`src/sv/shm_pkg.sv`:
```
// ----------------------------------------------------------------------------
// shm_pkg
// Types and constants that the keyed string hash modules share.
// ----------------------------------------------------------------------------
package shm_pkg;

	// width of the post-fold arithmetic (product, sum and remainder)
	localparam int WORD_W    = 64;
	// width of the configuration registers and of the result word
	localparam int REG_W     = 63;
	localparam int CHAR_W    = 8;
	// iteration counter: covers up to WORD_W steps
	localparam int CNT_W     = 6;
	localparam int CFG_IDX_W = 2;

	// configuration register indexes
	localparam logic [CFG_IDX_W-1:0] CFG_MULT_A    = 2'd0;
	localparam logic [CFG_IDX_W-1:0] CFG_OFFSET_B  = 2'd1;
	localparam logic [CFG_IDX_W-1:0] CFG_MODULUS_P = 2'd2;

	localparam logic [REG_W-1:0] MULT_A_RST    = 63'd1;
	localparam logic [REG_W-1:0] OFFSET_B_RST  = 63'd0;
	localparam logic [REG_W-1:0] MODULUS_P_RST = 63'd17;

	typedef logic [REG_W-1:0] reg_word_t;

	// control from the top level to the running hash
	typedef struct packed {
		logic fold;
		logic clear;
	} fold_ctl_t;

	// status of the multiply and reduce unit
	typedef struct packed {
		logic busy;
		logic done;
	} mm_stat_t;

endpackage

```
`src/sv/shm_fold.sv`:
```
// ----------------------------------------------------------------------------
// shm_fold
// Running sdbm hash register with its combinational character fold.
// ----------------------------------------------------------------------------
module shm_fold #(
	parameter int HASH_WIDTH = 64
) (
	input  logic                          clk,
	input  logic                          arst_n,
	input  shm_pkg::fold_ctl_t            ctl,
	input  logic [shm_pkg::CHAR_W-1:0]    key_char,
	output logic [HASH_WIDTH-1:0]         hash_q,
	output logic [HASH_WIDTH-1:0]         fold_sum
);

	logic [HASH_WIDTH-1:0] char_ext;

	assign char_ext = {{(HASH_WIDTH-shm_pkg::CHAR_W){1'b0}}, key_char};

	// h*65599 + c, wrapping at the hash width
	assign fold_sum = char_ext + (hash_q << 6) + (hash_q << 16) - hash_q;

	always_ff @(posedge clk or negedge arst_n) begin
		if (!arst_n) begin
			hash_q <= '0;
		end else if (ctl.clear) begin
			hash_q <= '0;
		end else if (ctl.fold) begin
			hash_q <= fold_sum;
		end
	end

endmodule

```
`src/sv/shm_mulmod.sv`:
```
// ----------------------------------------------------------------------------
// shm_mulmod
// Computes (a*h + b) mod 2^64, then mod p, on one shared 64-bit adder:
// shift-and-add multiply, one add, restoring remainder.
// ----------------------------------------------------------------------------
module shm_mulmod #(
	parameter int HASH_WIDTH = 64
) (
	input  logic                       clk,
	input  logic                       arst_n,
	input  logic                       start,
	input  logic                       take,
	input  logic [HASH_WIDTH-1:0]      hash_in,
	input  shm_pkg::reg_word_t         mult_a,
	input  shm_pkg::reg_word_t         offset_b,
	input  shm_pkg::reg_word_t         modulus_p,
	output shm_pkg::mm_stat_t          stat,
	output shm_pkg::reg_word_t         result
);

	localparam logic [2:0] ST_IDLE = 3'd0;
	localparam logic [2:0] ST_MUL  = 3'd1;
	localparam logic [2:0] ST_ADD  = 3'd2;
	localparam logic [2:0] ST_DIV  = 3'd3;
	localparam logic [2:0] ST_DONE = 3'd4;

	localparam int W = shm_pkg::WORD_W;

	logic [2:0]                  state_q;
	logic [shm_pkg::CNT_W-1:0]   cnt_q;
	logic [W-1:0]                acc_q;
	logic [W-1:0]                mcand_q;
	logic [HASH_WIDTH-1:0]       mplier_q;
	logic [W-1:0]                rem_q;

	logic [W-1:0]                rem_shift;
	logic [W-1:0]                op_x;
	logic [W-1:0]                op_y;
	logic                        op_sub;
	logic [W:0]                  sum;

	assign rem_shift = {rem_q[W-2:0], acc_q[W-1]};

	// shared adder; carry out on subtract means no borrow (x >= y)
	always_comb begin
		op_x   = acc_q;
		op_y   = '0;
		op_sub = 1'b0;
		unique case (state_q)
			ST_MUL: begin
				op_y = mcand_q;
			end
			ST_ADD: begin
				op_y = {1'b0, offset_b};
			end
			ST_DIV: begin
				op_x   = rem_shift;
				op_y   = {1'b0, modulus_p};
				op_sub = 1'b1;
			end
			default: begin
				op_y = '0;
			end
		endcase
	end

	assign sum = {1'b0, op_x} + {1'b0, (op_sub ? ~op_y : op_y)} + {{W{1'b0}}, op_sub};

	always_ff @(posedge clk or negedge arst_n) begin
		if (!arst_n) begin
			state_q <= ST_IDLE;
			cnt_q   <= '0;
		end else begin
			unique case (state_q)
				ST_IDLE: begin
					if (start) begin
						state_q <= ST_MUL;
						cnt_q   <= shm_pkg::CNT_W'(HASH_WIDTH - 1);
					end
				end
				ST_MUL: begin
					if (cnt_q == '0) begin
						state_q <= ST_ADD;
					end else begin
						cnt_q <= cnt_q - 1'b1;
					end
				end
				ST_ADD: begin
					state_q <= ST_DIV;
					cnt_q   <= shm_pkg::CNT_W'(W - 1);
				end
				ST_DIV: begin
					if (cnt_q == '0) begin
						state_q <= ST_DONE;
					end else begin
						cnt_q <= cnt_q - 1'b1;
					end
				end
				ST_DONE: begin
					if (take) begin
						state_q <= ST_IDLE;
					end
				end
				default: begin
					state_q <= ST_IDLE;
				end
			endcase
		end
	end

	always_ff @(posedge clk) begin
		unique case (state_q)
			ST_IDLE: begin
				if (start) begin
					acc_q    <= '0;
					mcand_q  <= {1'b0, mult_a};
					mplier_q <= hash_in;
				end
			end
			ST_MUL: begin
				if (mplier_q[0]) begin
					acc_q <= sum[W-1:0];
				end
				mcand_q  <= mcand_q << 1;
				mplier_q <= mplier_q >> 1;
			end
			ST_ADD: begin
				acc_q <= sum[W-1:0];
				rem_q <= '0;
			end
			ST_DIV: begin
				rem_q <= sum[W] ? sum[W-1:0] : rem_shift;
				acc_q <= acc_q << 1;
			end
			default: begin
				acc_q <= acc_q;
			end
		endcase
	end

	assign stat.busy = (state_q != ST_IDLE);
	assign stat.done = (state_q == ST_DONE);

	// no reduction exists for a zero modulus: report zero
	assign result = (modulus_p == '0) ? '0 : rem_q[shm_pkg::REG_W-1:0];

endmodule

```
`src/sv/string_hash_mod_prime.sv`:
```
// ----------------------------------------------------------------------------
// string_hash_mod_prime
// Keyed string hash: sdbm fold of key characters, then (a*h + b) mod p.
// ----------------------------------------------------------------------------
// Key characters come in one word per cycle and fold into a running sdbm
// hash (h = c + h*65599, wrapping at HASH_WIDTH bits) with no stall. A zero
// character ends the key without being folded; a nonzero character with
// last_char set is folded and then ends the key. At key end the running
// hash clears and the keyed reduction (mult_a*h + offset_b, wrapping at 64
// bits, then mod modulus_p) runs on one shared 64-bit adder: shift-and-add
// multiply, one add for the offset, then restoring remainder. The input
// stalls during that time, until the result is taken into the output
// register; the result then waits there while new characters stream in.
// A modulus of zero yields hash_value 0. The configuration registers
// (index 0 mult_a, 1 offset_b, 2 modulus_p) must be written only while no
// key end is in flight; the block does not enforce this. cfg_ready is
// always high and a write to index 3 is dropped.
// ----------------------------------------------------------------------------
module string_hash_mod_prime #(
	parameter int HASH_WIDTH = 64
) (
	input  logic                              clk,
	input  logic                              arst_n,
	// character channel
	input  logic                              in_valid,
	output logic                              in_stall,
	input  logic [shm_pkg::CHAR_W-1:0]        key_char,
	input  logic                              last_char,
	// result channel
	output logic                              out_valid,
	input  logic                              out_stall,
	output logic [shm_pkg::REG_W-1:0]         hash_value,
	// configuration write channel
	input  logic                              cfg_valid,
	output logic                              cfg_ready,
	input  logic [shm_pkg::CFG_IDX_W-1:0]     cfg_index,
	input  logic [shm_pkg::REG_W-1:0]         cfg_data
);

	shm_pkg::reg_word_t      mult_a_q;
	shm_pkg::reg_word_t      offset_b_q;
	shm_pkg::reg_word_t      modulus_p_q;

	logic                    in_accept;
	logic                    char_nz;
	logic                    key_end;
	shm_pkg::fold_ctl_t      fold_ctl;
	logic [HASH_WIDTH-1:0]   hash_q;
	logic [HASH_WIDTH-1:0]   fold_sum;
	logic [HASH_WIDTH-1:0]   final_hash;

	shm_pkg::mm_stat_t       mm_stat;
	shm_pkg::reg_word_t      mm_result;
	logic                    take;

	logic                    out_valid_q;
	shm_pkg::reg_word_t      hash_value_q;

	// Configuration: always ready; the user must write only while idle, which the block does not enforce.
	assign cfg_ready = 1'b1;

	always_ff @(posedge clk or negedge arst_n) begin
		if (!arst_n) begin
			mult_a_q    <= shm_pkg::MULT_A_RST;
			offset_b_q  <= shm_pkg::OFFSET_B_RST;
			modulus_p_q <= shm_pkg::MODULUS_P_RST;
		end else if (cfg_valid && cfg_ready) begin
			unique case (cfg_index)
				shm_pkg::CFG_MULT_A:    mult_a_q    <= cfg_data;
				shm_pkg::CFG_OFFSET_B:  offset_b_q  <= cfg_data;
				shm_pkg::CFG_MODULUS_P: modulus_p_q <= cfg_data;
				default: begin
					// drop writes past the register list
				end
			endcase
		end
	end

	// Hold the character channel while the reduction unit owns a key.
	assign in_stall  = mm_stat.busy;
	assign in_accept = in_valid && !in_stall;
	assign char_nz   = (key_char != '0);
	assign key_end   = in_accept && (!char_nz || last_char);

	assign fold_ctl.fold  = in_accept && char_nz;
	assign fold_ctl.clear = key_end;

	shm_fold #(
		.HASH_WIDTH (HASH_WIDTH)
	) u_fold (
		.clk      (clk),
		.arst_n   (arst_n),
		.ctl      (fold_ctl),
		.key_char (key_char),
		.hash_q   (hash_q),
		.fold_sum (fold_sum)
	);

	// A last nonzero character is folded on the way into the reduction.
	assign final_hash = char_nz ? fold_sum : hash_q;

	shm_mulmod #(
		.HASH_WIDTH (HASH_WIDTH)
	) u_mulmod (
		.clk       (clk),
		.arst_n    (arst_n),
		.start     (key_end),
		.take      (take),
		.hash_in   (final_hash),
		.mult_a    (mult_a_q),
		.offset_b  (offset_b_q),
		.modulus_p (modulus_p_q),
		.stat      (mm_stat),
		.result    (mm_result)
	);

	// Output register: move the finished word out of the unit as soon as the
	// register is empty or is being drained this cycle.
	assign take = mm_stat.done && (!out_valid_q || !out_stall);

	always_ff @(posedge clk or negedge arst_n) begin
		if (!arst_n) begin
			out_valid_q <= 1'b0;
		end else if (take) begin
			out_valid_q <= 1'b1;
		end else if (!out_stall) begin
			out_valid_q <= 1'b0;
		end
	end

	always_ff @(posedge clk) begin
		if (take) begin
			hash_value_q <= mm_result;
		end
	end

	assign out_valid  = out_valid_q;
	assign hash_value = hash_value_q;

	// A key end must find the reduction unit free.
	a_start_idle: assert property (@(posedge clk) disable iff (!arst_n)
		key_end |-> !mm_stat.busy)
		else $error("key end while reduction unit busy");

	// A new result word comes only from a finished reduction.
	a_out_from_done: assert property (@(posedge clk) disable iff (!arst_n)
		$rose(out_valid_q) |-> $past(mm_stat.done))
		else $error("result word without finished reduction");

	// The reduced word lies below the modulus.
	a_result_range: assert property (@(posedge clk) disable iff (!arst_n)
		(out_valid_q && (modulus_p_q != '0)) |-> (hash_value_q < modulus_p_q))
		else $error("result word not below modulus");

	// The running hash is clear after a key end.
	a_hash_cleared: assert property (@(posedge clk) disable iff (!arst_n)
		key_end |=> (hash_q == '0))
		else $error("running hash not cleared at key end");

endmodule

```
`config.mk`:
```
export PLATFORM = sky130hd
export DESIGN_NAME = string_hash_mod_prime
export DESIGN_NICKNAME = d
export VERILOG_FILES = /design/src/sv/shm_pkg.sv /design/src/sv/shm_fold.sv /design/src/sv/shm_mulmod.sv /design/src/sv/string_hash_mod_prime.sv
export SDC_FILE = /design/constraint.sdc
export NUM_CORES = 1
export LEC_CHECK = 0
export ABC_AREA = 0
export BUFFER_PORTS_ARGS = -buffer_cell sky130_fd_sc_hd__buf_2
export CORE_MARGIN = 5
export CORE_UTILIZATION = 48
export CTS_CLUSTER_SIZE = 25
export DETAILED_ROUTE_END_ITERATION = 7
export GPL_TIMING_DRIVEN = 0
export SYNTH_ARGS = -nofsm -noshare
export SYNTH_HDL_FRONTEND = slang
export SYNTH_HIERARCHICAL = 1
export SYNTH_SLANG_ARGS = --single-unit
```
`constraint.sdc`:
```
create_clock -name clk -period 11.8 [get_ports clk]
set_clock_uncertainty 0.05 [all_clocks]
set_input_delay 2.36 -clock clk [delete_from_list [all_inputs] [get_ports clk]]
set_output_delay 2.36 -clock clk [all_outputs]
set_load 0.01 [all_outputs]
```
Word level (Yosys, flattened, before mapping)
Cells that the tools add are included.
{ "totals": {"latchBits": 0, "romBits": 0, "ff_bits": 581, "n_memories": 0, "ram_bits": 0, "inputBits": 79} }
{ "classes": {"bitwise": 1, "n_div": 0, "shift": 0, "n_lt_le_gt_ge": 0, "n_mul": 0, "muxes": 26, "reduce_logical": 29, "add_sub_neg": 6, "eq_ne": 13} }
{ "ops": {"columns": ["operator", "count"], "rows": [
  ["$mux W64", 9],
  ["$pmux W64 S2", 2],
  ["$pmux W64 S4", 1],
  ["$pmux W64 S3", 1],
  ["$pmux W63 S2", 1],
  ["$add A64 B64 Y65", 1],
  ["$add A65 B1 Y65", 1],
  ["$add A64 B64 Y64", 1],
  ["$add A8 B64 Y64", 1],
  ["$not A64 Y64", 1],
  ["$sub A64 B64 Y64", 1],
  ["$logic_not A63 Y1", 1],
  ["$mux W63", 1],
  ["$pmux W6 S3", 1],
  ["$pmux W3 S5", 1],
  ["$mux W3", 4],
  ["$mux W6", 2],
  ["$ne A2 B1 Y1 const B", 5],
  ["$reduce_and A2 Y1", 4],
  ["$reduce_bool A8 Y1", 1],
  ["$eq A3 B2 Y1 const B", 2],
  ["$logic_not A6 Y1", 1],
  ["$reduce_and A3 Y1", 2],
  ["$reduce_bool A2 Y1", 3],
  ["other kinds (16)", 27]
]} }

Longest topological paths before layout
{ "logic_depth": {"ltp_word": 8, "ltp_mapped": 21, "ltp_nobuf": 17} }

By module
The synthesis kept the hierarchy.
{ "by_module_without_submodules": {"columns": ["module", "area_per_inst_um2", "cells_each", "n_inst"], "rows": [
  ["shm_mulmod", 18241.2, 1854, 1],
  ["string_hash_mod_prime", 9768.1, 547, 1],
  ["shm_fold", 8578.2, 1066, 1]
]} }

Worst setup path after synthesis
Ideal clock, no wire load.
{ "synth_path": {"path_kind": "input -> register", "from": "in key_char[1] (netlist name)", "to": "reg u_mulmod.mcand_q[0], enable pin", "n_path_buf": 0, "slack_ns": -0.735, "arrival_ns": 11.713, "path_stages": 5, "t_required_ns": 10.978, "cell_sequence": "nor4_2 -> a21oi_1 -> nor2_1 -> nor2_1 -> nor3_1"} }
{ "synth_lines": {"columns": ["item", "line_no", "text"], "rows": [
  ["start: declaration", "string_hash_mod_prime.sv:27", "input logic [shm_pkg::CHAR_W-1:0] key_char,"],
  ["end signal: assignment", "shm_mulmod.sv:116", "mcand_q <= {1'b0, mult_a};"],
  ["end signal: assignment", "shm_mulmod.sv:124", "mcand_q <= mcand_q << 1;"],
  ["end: declaration", "shm_mulmod.sv:32", "logic [W-1:0] mcand_q;"]
]} }

Final worst setup path
{ "layout_path": {"from": "reg u_mulmod.state_q[1]", "to": "reg u_mulmod.rem_q[41] (data pin)"} }
{ "layout_between": {"elab_chain_cells": 8, "word_cells_on_any_way": 12, "cone_classes": "add/sub: 2; eq/ne: 3; mux: 6; bitwise: 1"} }
{ "layout_rtl": {"columns": ["item", "line_no", "text"], "rows": [
  ["start: declaration", "shm_mulmod.sv:29", "logic [2:0] state_q;"],
  ["start signal: assignment", "shm_mulmod.sv:71", "state_q <= ST_IDLE;"],
  ["start signal: assignment", "shm_mulmod.sv:77", "state_q <= ST_MUL;"],
  ["start signal: assignment", "shm_mulmod.sv:83", "state_q <= ST_ADD;"],
  ["$eq A3 B2 Y1 / $eq A3 B1 Y1 (equally long branches)", "shm_mulmod.sv:49, shm_mulmod.sv:112", null],
  ["$pmux W64 S3", "shm_mulmod.sv:49", "unique case (state_q)"],
  ["$not A64 Y64", "shm_mulmod.sv:67", "assign sum = {1'b0, op_x} + {1'b0, (op_sub ? ~op_y : op_y)} + {{W{1'b0}}, op_sub};"],
  ["$mux W64", "shm_mulmod.sv:67", null],
  ["$add A64 B64 Y65", "shm_mulmod.sv:67", null],
  ["$add A65 B1 Y65", "shm_mulmod.sv:67", null],
  ["$mux W63", "shm_mulmod.sv:132", "rem_q <= sum[W] ? sum[W-1:0] : rem_shift;"],
  ["$pmux W63 S2 (*)", "shm_mulmod.sv:112", "unique case (state_q)"],
  ["end signal: assignment", "shm_mulmod.sv:132", null],
  ["end: declaration", "shm_mulmod.sv:34", "logic [W-1:0] rem_q;"]
]} }
Every way passes the cells marked *; elsewhere a longest branch is shown, timed or not.
A chain may end at the register's enable or synchronous reset.

==> flow_summary.ini <==
[routing]
postRouteAntennaNets = 0
drc_errors = 0
first_pass_iters = 5
wirelength_um = 107800
num_vias = 27230
wire_per_inst_um = 22.78
first_iter_violations = 2212
viasPerCell = 5.751

[placement]
globalplace.congestion = 0.9409
dp.cells = 4606
port_buffers = 143
place_ws_ns = 4.709
hpwl_um = 83860

[logic_synthesis]
seq_area_frac_synth_pct = 44.10
synthTopCellsByArea = edfxtp_1 26%, dfrtp_1 18%, mux2_2 9.8%
yosysTopAreaCell = edfxtp_1
yosysMostFrequentCell = nand2_1
async_flop_share_pct = 45.27
synth_top_cell_area_share_pct = 26.10
synth_common_cells = 334 x nand2_1, 319 x mux2_2, 318 x edfxtp_1
syn-cell-area_um2 = 36590
ys_warn_count = 6
syn_nets = 3738
synth_cell_type_count = 107
synth_cells = 3467
synth-edff-count = 318
synth_flop_cell = edfxtp_1
synth-seq-cells = 581
synth_area_per_cell_um2 = 10.55

[clock_network]
clkTransAtPathRegs_ns = 0.06
cts_buffers = 68
htreeDepth = 3
clock-sinks = 581
clockRootBuffer = clkbuf_16
clk_latency_ns = 0.61
cts_setup_buffers = 0
cts_tree = yes
clk_path_buf_depth = 3
post_cts_resize_count = 0
hold_buffers = 0

[die]
start_util_pct = 48.25
io_pins = 145
rows = 101
die_w_um = 286.1
die_h_um = 286.1
fp.coreArea_um2 = 75820
die_area_um2 = 81840

[sta]
worst_slack_ns = 4.986
rsz0062_at_grt = false
relSlewSlack_pct = 26.78
worstMarginPinSlew_ns = 1.089
tns_ns = 0
finalCritPeriodShare_pct = 57.75
hold_violations = 0
period_minus_slack_ns = 6.814
holdWs_ns = 0.4518
timing.fmax_mhz = 146.8
finalMaxSlewViolations = 0
setup_viol_count_final = 0

[global_routing]
grt_usage_pct = 25.88
grt_first_pass_wirelength_um = 164500
grt_max_degree = 105
antenna_found_initial = 9
grt_pass1_vias = 26780
grt_overflow_total = 0

[critical_path]
cp_max_fo = 10
critPathLaunchType = flip-flop
worst_r2r_path_depth = 19
cp.required_ns = 12.08
max_stage_delay_ns = 0.85
cp_slowest_cell = buf_1
worstSetupEndpointType = flip-flop
critPathBufInv = 6
cp.depth = 19
path_cells = buf_2, clkbuf_1, buf_1, buf_1, mux2i_1, a22oi_1, nor2_1, ha_1, a21o_1, o21bai_4, or3_1, nor4_2, o21bai_2, o311a_1, buf_6, and2_1, clkbuf_1, nand2_1, o21ai_0
crit_family = buffers and inverters
path_class = flip-flop to flip-flop
worstPathArrival_ns = 7.10

[status]
status = completed

[finish]
nets = 3969
layout-drive-gt1-share_pct = 18.51
syn_to_final_growth_pct = 12.94
fin_cells = 4735

[worst_hold_path]
hp-class = flip-flop to flip-flop
hold_depth = 1

[job]
maxCapViolations = 0
==> final timing paths <==
path / start / to / slack, ns
max: u_mulmod/state_q[1] / u_mulmod/rem_q[41] / 4.99
min: mult_a_q[41] / mult_a_q[41] / 0.45
max reg2reg: u_mulmod/state_q[1] / u_mulmod/rem_q[41] / 4.99
min reg2reg: mult_a_q[41] / mult_a_q[41] / 0.45
max in group asynchronous: arst_n / modulus_p_q[36] / 8.63
min in group asynchronous: arst_n / u_fold/hash_q[58] / 1.64
==> worst reg2reg max path, delay by kind of cell, from the launching register on <==
family | cells | cell delay [ns]
AOI/OAI and AO/OA | 6 | 1.27
and+or+nand+nor | 5 | 1.54
buffers and inverters | 6 | 2.75
adders and majority gates | 1 | 0.37
muxes | 1 | 0.27
DFF | 1 | 0.31
==> cells in the final DEF, fill, tap and decap left out, types with 22 or more instances in the layout <==
cell | netlist | final
nand2_1 | 334 | 334
mux2_2 | 319 | 319
edfxtp_1 | 318 | 318
nor2_1 | 264 | 263
dfrtp_1 | 260 | 260
inv_1 | 256 | 256
buf_2 | 33 | 175
clkbuf_1 | 136 | 156
mux2i_1 | 150 | 150
a21oi_1 | 146 | 146
ha_1 | 141 | 141
o21ai_0 | 87 | 87
xnor2_1 | 83 | 83
nor2b_1 | 75 | 74
a21o_1 | 70 | 70
clkbuf_16 | 0 | 68
a22oi_1 | 64 | 64
mux2_1 | 61 | 61
a22o_1 | 57 | 57
fa_1 | 51 | 51
nand3_1 | 50 | 50
nor3_1 | 46 | 45
xor2_1 | 42 | 42
nand4_1 | 37 | 37
o21bai_1 | 25 | 25
a31oi_1 | 22 | 22
nor4_1 | 23 | 22
==> state kept, by name (all words and copies together), names as in the netlist <==
signal             flops
mult_a_q              63
u_mulmod/state_q       3
offset_b_q            63
u_fold/hash_q         64
u_mulmod/mplier_q     64
u_mulmod/acc_q        64
hash_value            63
u_mulmod/rem_q        63
modulus_p_q           63
u_mulmod/mcand_q      64
u_mulmod/cnt_q         6
out_valid              1
==> layout make-up <==
type | instances | area (um^2)
fill | 6757 | 34500
multi-input combinational | 2426 | 18620
sequential | 581 | 16130
clock buffer | 95 | 1873
tap | 978 | 1224
timing repair buffer | 161 | 1142
inverter | 256 | 960.9
buffer | 204 | 920.9
clock inverter | 31 | 444.2
antenna | 3 | 7.507
==> cells by family (layout without fill, tap and decap cells) <==
logic type,count (synthesis),in the layout,share of synthesized area (%)
simple gates,937,937,11.95
compound gates,639,639,12.31
flops,581,581,44.10
mux,532,532,15.88
buf+inv,460,747,5.143
fa+ha+maj,192,192,7.612
xor+xnor,125,125,2.992
other cells,1,4,0.01025
==> metrics by stage <==
stage,util [%],area (um^2)
2_1_floorplan,-,36590
3_3_place_gp,50.82,38530
3_5_place_dp,51.43,39000
4_1_cts,54.49,41310
5_1_grt,54.49,41320
6_report,54.50,41320
==> per-layer routing <==
layer	vias up	routed length [um]	GRT usage (%)	share of wire (%)
met4	4	1952	5.236	1.8
li1	12910	-	-	-
met2	833	49960	41.60	46
met5	-	21	0	0.019
met3	141	6340	3.171	5.9
met1	13350	49570	38.08	46
Power is not shown: default switching activity piles up to over one toggle a cycle in this logic, so the estimate is an artifact.
